<file path="config.mk">
export PLATFORM = sky130hd
export DESIGN_NAME = ose_check
export DESIGN_NICKNAME = d
export VERILOG_FILES = /design/src/hdl/ose_pkg.sv /design/src/hdl/ose_check.sv
export SDC_FILE = /design/constraint.sdc
export NUM_CORES = 1
export LEC_CHECK = 0
export BUFFER_PORTS_ARGS = -buffer_cell sky130_fd_sc_hd__buf_2
export CORE_ASPECT_RATIO = 0.75
export CORE_UTILIZATION = 40
export DETAILED_ROUTE_END_ITERATION = 7
export GPL_TIMING_DRIVEN = 0
export PLACE_DENSITY_LB_ADDON = 0.12
export SYNTH_ARGS = -nofsm -noshare
export SYNTH_HDL_FRONTEND = slang
export SYNTH_SLANG_ARGS = --single-unit
</file>
<file path="constraint.sdc">
create_clock -name vclk -period 2.1
set_input_delay 0.105 -clock vclk [all_inputs]
set_output_delay 0.105 -clock vclk [all_outputs]
set_load 0.02 [all_outputs]
</file>
<file path="src/hdl/ose_pkg.sv">
package ose_pkg;

  localparam int STACK_DEPTH_DEF = 256;
  localparam int WORD_WIDTH_DEF  = 32;

  localparam int MODE_W      = 3;
  localparam int ARG_W       = 10;
  localparam int STATUS_W    = 2;
  localparam int DEPTH_OUT_W = 9;

  typedef enum logic [MODE_W-1:0] {
    OP_PUSH  = 3'd0,
    OP_POP   = 3'd1,
    OP_EXCH  = 3'd2,
    OP_DUP   = 3'd3,
    OP_COPY  = 3'd4,
    OP_INDEX = 3'd5,
    OP_CLEAR = 3'd6,
    OP_COUNT = 3'd7
  } op_t;

  typedef enum logic [STATUS_W-1:0] {
    ST_OK    = 2'd0,
    ST_RANGE = 2'd1,
    ST_UNDER = 2'd2,
    ST_OVER  = 2'd3
  } status_t;

  typedef enum logic [1:0] {
    S_IDLE,
    S_READ,
    S_WB,
    S_EXCH
  } state_t;

endpackage

</file>
<file path="src/hdl/ose_check.sv">
module ose_check import ose_pkg::*; #(
  parameter int STACK_DEPTH = STACK_DEPTH_DEF,
  localparam int DW = $clog2(STACK_DEPTH + 1)
) (
  input  op_t                     mode,
  input  logic signed [ARG_W-1:0] count_arg,
  input  logic [DW-1:0]           depth_cur,
  output status_t                 status
);

  localparam int CW = ((DW > ARG_W) ? DW : ARG_W) + 1;

  logic [CW-1:0] d_ext;
  logic [CW-1:0] n_ext;
  logic [CW-1:0] cap;
  logic          neg;
  logic          full;
  logic          empty;

  assign d_ext = CW'(depth_cur);
  assign n_ext = CW'(count_arg[ARG_W-2:0]);
  assign cap   = CW'(STACK_DEPTH);
  assign neg   = count_arg[ARG_W-1];
  assign full  = (d_ext >= cap);
  assign empty = (d_ext == '0);

  always_comb begin
    status = ST_OK;
    case (mode)
      OP_PUSH, OP_COUNT: begin
        if (full) status = ST_OVER;
      end
      OP_POP: begin
        if (empty) status = ST_UNDER;
      end
      OP_EXCH: begin
        if (d_ext < CW'(2)) status = ST_UNDER;
      end
      OP_DUP: begin
        if (empty) status = ST_UNDER;
        else if (full) status = ST_OVER;
      end
      OP_COPY: begin
        if (neg) status = ST_RANGE;
        else if (n_ext > d_ext) status = ST_UNDER;
        else if (d_ext + n_ext > cap) status = ST_OVER;
      end
      OP_INDEX: begin
        if (neg) status = ST_RANGE;
        else if (n_ext >= d_ext) status = ST_UNDER;
        else if (full) status = ST_OVER;
      end
      default: status = ST_OK;
    endcase
  end

endmodule

</file>
# After elaboration in Yosys (flattened, before gate mapping)
# Index checks and enable logic that the tools add are counted.
# totals
wordCells	25
in_bits	22
reg_bits	0
# classes
add_sub_neg	1
magnitude_cmp	5
eq_ne	6
n_reduce_logical	3
mux	10
# ops
operator	n
$mux W2	9
$pmux W2 S6	1
$logic_not A11 Y1	1
$add A9 B9 Y10	1
$gt A10 B9 Y1 const B	1
$eq A3 B3 Y1 const B	3
$ge A9 B9 Y1	1
$ge A9 B9 Y1 const B	1
$gt A9 B9 Y1	1
$lt A9 B2 Y1 const B	1
$eq A3 B2 Y1 const B	2
$eq A3 B1 Y1 const B	1
$logic_not A3 Y1	1
$reduce_or A2 Y1	1

# Depth between registers and ports, before layout
# logic_depth
depth_word	6
depth_mapped	9
ltp_nobuf	8

# Least setup slack after synthesis
# OpenSTA, ideal clock, no wires.
# synth_path
path_type	in2out
from	in count_arg[0]
to	out status[0]
t_required_ns	1.995
cell_stages	8
arrival_time_ns	2.122
slack_ns	-0.127
cell_sequence	ha_1 > fa_1 > nor2b_1 > o21ai_0 > a2111oi_2 > o2111ai_1 > nand2_1 > o31ai_1
# synth_between
elab_chain_len	6
elab_cells_between_ends	10
classes_between	add/sub (1); order compare (3); mux (6)
# synth_lines
element	line	rtl
start, declared	ose_check.sv:6	input logic signed [ARG_W-1:0] count_arg,
$add A9 B9 Y10	ose_check.sv:46	else if (d_ext + n_ext > cap) status = ST_OVER;
$gt A10 B9 Y1	ose_check.sv:46	
$mux W2	ose_check.sv:46	
$mux W2	ose_check.sv:45	else if (n_ext > d_ext) status = ST_UNDER;
$mux W2	ose_check.sv:44	if (neg) status = ST_RANGE;
$pmux W2 S6 *	ose_check.sv:29	case (mode)
end, declared	ose_check.sv:8	output status_t status
# Every way passes the cells marked *; elsewhere a longest branch is shown, timed or not.

# Final worst setup path
# layout_path
from	in depth_cur[3]
to	out status[0]
# layout_between
elab_chain_len	6
elab_cells_between_ends	14
classes_between	add/sub (1); order compare (4); mux (8); reduce/logical (1)
# layout_lines
element	line	rtl
start, declared	ose_check.sv:7	input logic [DW-1:0] depth_cur,
$add A9 B9 Y10	ose_check.sv:46	
$gt A10 B9 Y1	ose_check.sv:46	
$mux W2	ose_check.sv:46	
$mux W2	ose_check.sv:45	
$mux W2	ose_check.sv:44	
$pmux W2 S6 *	ose_check.sv:29	
# Marks and branches as above.

==> flow_summary.json <==
{
  "yosysWarningCount": 0,
  "core.rowCount": 14,
  "hpwl_mm": 2.13,
  "fmax_mhz": 467,
  "cp-end-kind": "primary output",
  "start_util_pct": 44.1,
  "routedWlPerCell_um": 16.1,
  "place.gp.congestion": 0.925,
  "utilization_pct": 66.2,
  "drtIter0Drc": 72,
  "syn_area_um2": 911,
  "gr-total-overflow": 0,
  "ant_nets": 0,
  "fp.dieH_um": 43.3,
  "relSlewSlack_pct": 74.9,
  "synth.top_cell.area_share_pct": 24.7,
  "critPathKind": "input port to primary output",
  "grt_max_degree": 11,
  "drc_errors": 2,
  "synth_area_leaders": "ha_1, inv_1, nor2_1",
  "vias_per_cell": 6.09,
  "finalHoldViolCount": 0,
  "arrival_ns": 2.04,
  "drtPass1Iterations": 7,
  "ioPinCount": 24,
  "numPortBuffers": 24,
  "wl_mm": 2.99,
  "final-seq-area_um2": 0,
  "setup_ws_ns": -0.0432,
  "fill_cells": 178,
  "yosysSeqAreaShare_pct": 0,
  "postCtsHoldBufs": 0,
  "setup_viol": 2,
  "total_power_w": 0.000374,
  "hold_path.class": "input port to primary output",
  "leakage_nw": 0.585,
  "violations": "DRC, setup timing",
  "syn_area_per_cell_um2": 6.90,
  "nFlopsAndLatches": 0,
  "fin_tns_setup_ns": -0.0778,
  "dp_slack_ns": -0.311,
  "hold_ws_ns": 0.586,
  "cap_violations": 0,
  "p_per_area_nw_per_um2": 273,
  "area_growth_pct": 50.1,
  "rsz0062_at_grt": "true",
  "die_area_um2": 2470,
  "synthCells": 132,
  "ys_types": 37,
  "max-vdd-ir-drop_uv": 137,
  "grt_pass1_vias": 1031,
  "grt_pass1_wl_mm": 4.73,
  "synth.net_count": 173,
  "multiInputGateArea_um2": 1070,
  "crit_fanout": 10,
  "worst_slew_pin_slew_ns": 0.374,
  "status": "finished, violations left",
  "startpoint_type": "input port",
  "finalCriticalPeriod_ns": 2.14,
  "num_vias": 1133,
  "yosys.area.top_type": "ha_1",
  "num-clock-buffers": 0,
  "antenna_found_initial": 0,
  "worstPathRequired_ns": 2.00,
  "die_w_um": 57.1,
  "drv_slew": 0,
  "core_area_um2": 2070,
  "nets": 205,
  "drive_gt1_share_pct": 45.7,
  "grt_util_all_layers_pct": 24.2,
  "num_antenna_cells": 0,
  "min_period_over_period_pct": 102
}
cells in the mapped netlist:
cell,number
ha_1,18
a211oi_2,1
nor3_1,6
a211oi_1,4
o31ai_1,2
or3_1,3
nand2b_1,2
nand2_1,9
nand3_1,3
mux2i_1,3
a2111oi_2,1
nor3b_1,4
a31oi_1,1
o21bai_1,2
fa_1,1
nor4_1,5
nor2b_1,7
a211o_2,1
o21ai_1,1
nor2_1,13
a221oi_1,1
a311oi_1,1
and4b_1,1
o2111a_1,1
a2111oi_0,1
o21ai_0,6
nand4_1,3
o2111ai_1,1
or4_4,1
inv_1,13
buf_2,4
nor2_2,1
o31a_1,1
and4_1,1
xnor2_1,1
a21oi_1,6
a21o_1,2
path summary, 6_finish.rpt:
check	from	endpoint	slack, ns	cells past startpoint
worst max-delay path	depth_cur[3]	status[0]	-0.04	11
worst min-delay path	count_arg[9]	status[0]	0.59	4
power breakdown:
group / switching [W] / total [W] / internal [W]
clock network: 0 / 0 / 0
logic: 0.000205 / 0.000374 / 0.000169
registers: 0 / 0 / 0
final cells by class:
type                            count  share of cell area (%)
Tap cell                           24                    2.20
Buffer                              4                    3.29
Timing Repair Buffer               30                    12.9
Multi-Input combinational cell    115                    78.0
Inverter                           13                    3.57
worst max-delay path, stage by stage:
cell	delay (ns)
buf_2	0.10
inv_1	0.04
ha_1	0.27
buf_6	0.15
nor2_4	0.14
o21ai_4	0.09
a2111oi_4	0.42
or3_4	0.23
nand2_1	0.08
o31ai_2	0.23
buf_4	0.17
kinds of logic (layout without fill, tap and decap cells):
group                      Yosys count  after routing  synth area share (%)
AOI/OAI and AO/OA                   33             33                  26.2
xor gates and xnor gates             1              1                 0.962
muxes                                3              3                  3.30
and+or+nand+nor                     59             59                  35.0
buffers and inverters               17             47                  7.56
adders and majority gates           19             19                  26.9
stage by stage:
step / cell area, um^2 / cells
final: 1370 / 186
after global placement: 1070 / 180
after floorplan: 916 / 132
after CTS: 1200 / 181
after global routing: 1370 / 186
after detailed placement: 1070 / 180
layout by cell type (no fill, tap or decap), drive strengths merged, types with 2 or more instances in the layout:
master	n
buf	33
ha	18
nor2	14
inv	13
nand2	9
o21ai	7
nor2b	7
nor3	6
a21oi	6
nor4	5
a211oi	5
nor3b	4
nand4	3
nand3	3
or3	3
mux2i	3
a21o	2
nand2b	2
o21bai	2
a2111oi	2
o31ai	2
routing by layer:
metal	up-vias	wire (um)	global-route usage [%]
met5	-	0	0
met4	0	53	1.46
met1	521	1350	34.8
li1	547	-	-
met2	55	1400	42.4
met3	10	191	0.610
timing repair:
item | 4_1_cts | 5_1_grt
cloned | 0 | 1
endpoints found under the setup margin | 2 | 2
resized for setup | 34 | 24
pin swaps | 7 | 5
buffers inserted | 1 | 4
endpoints found under the hold margin | 0 | 0
Note: power is estimated with default switching activity, not from simulation.
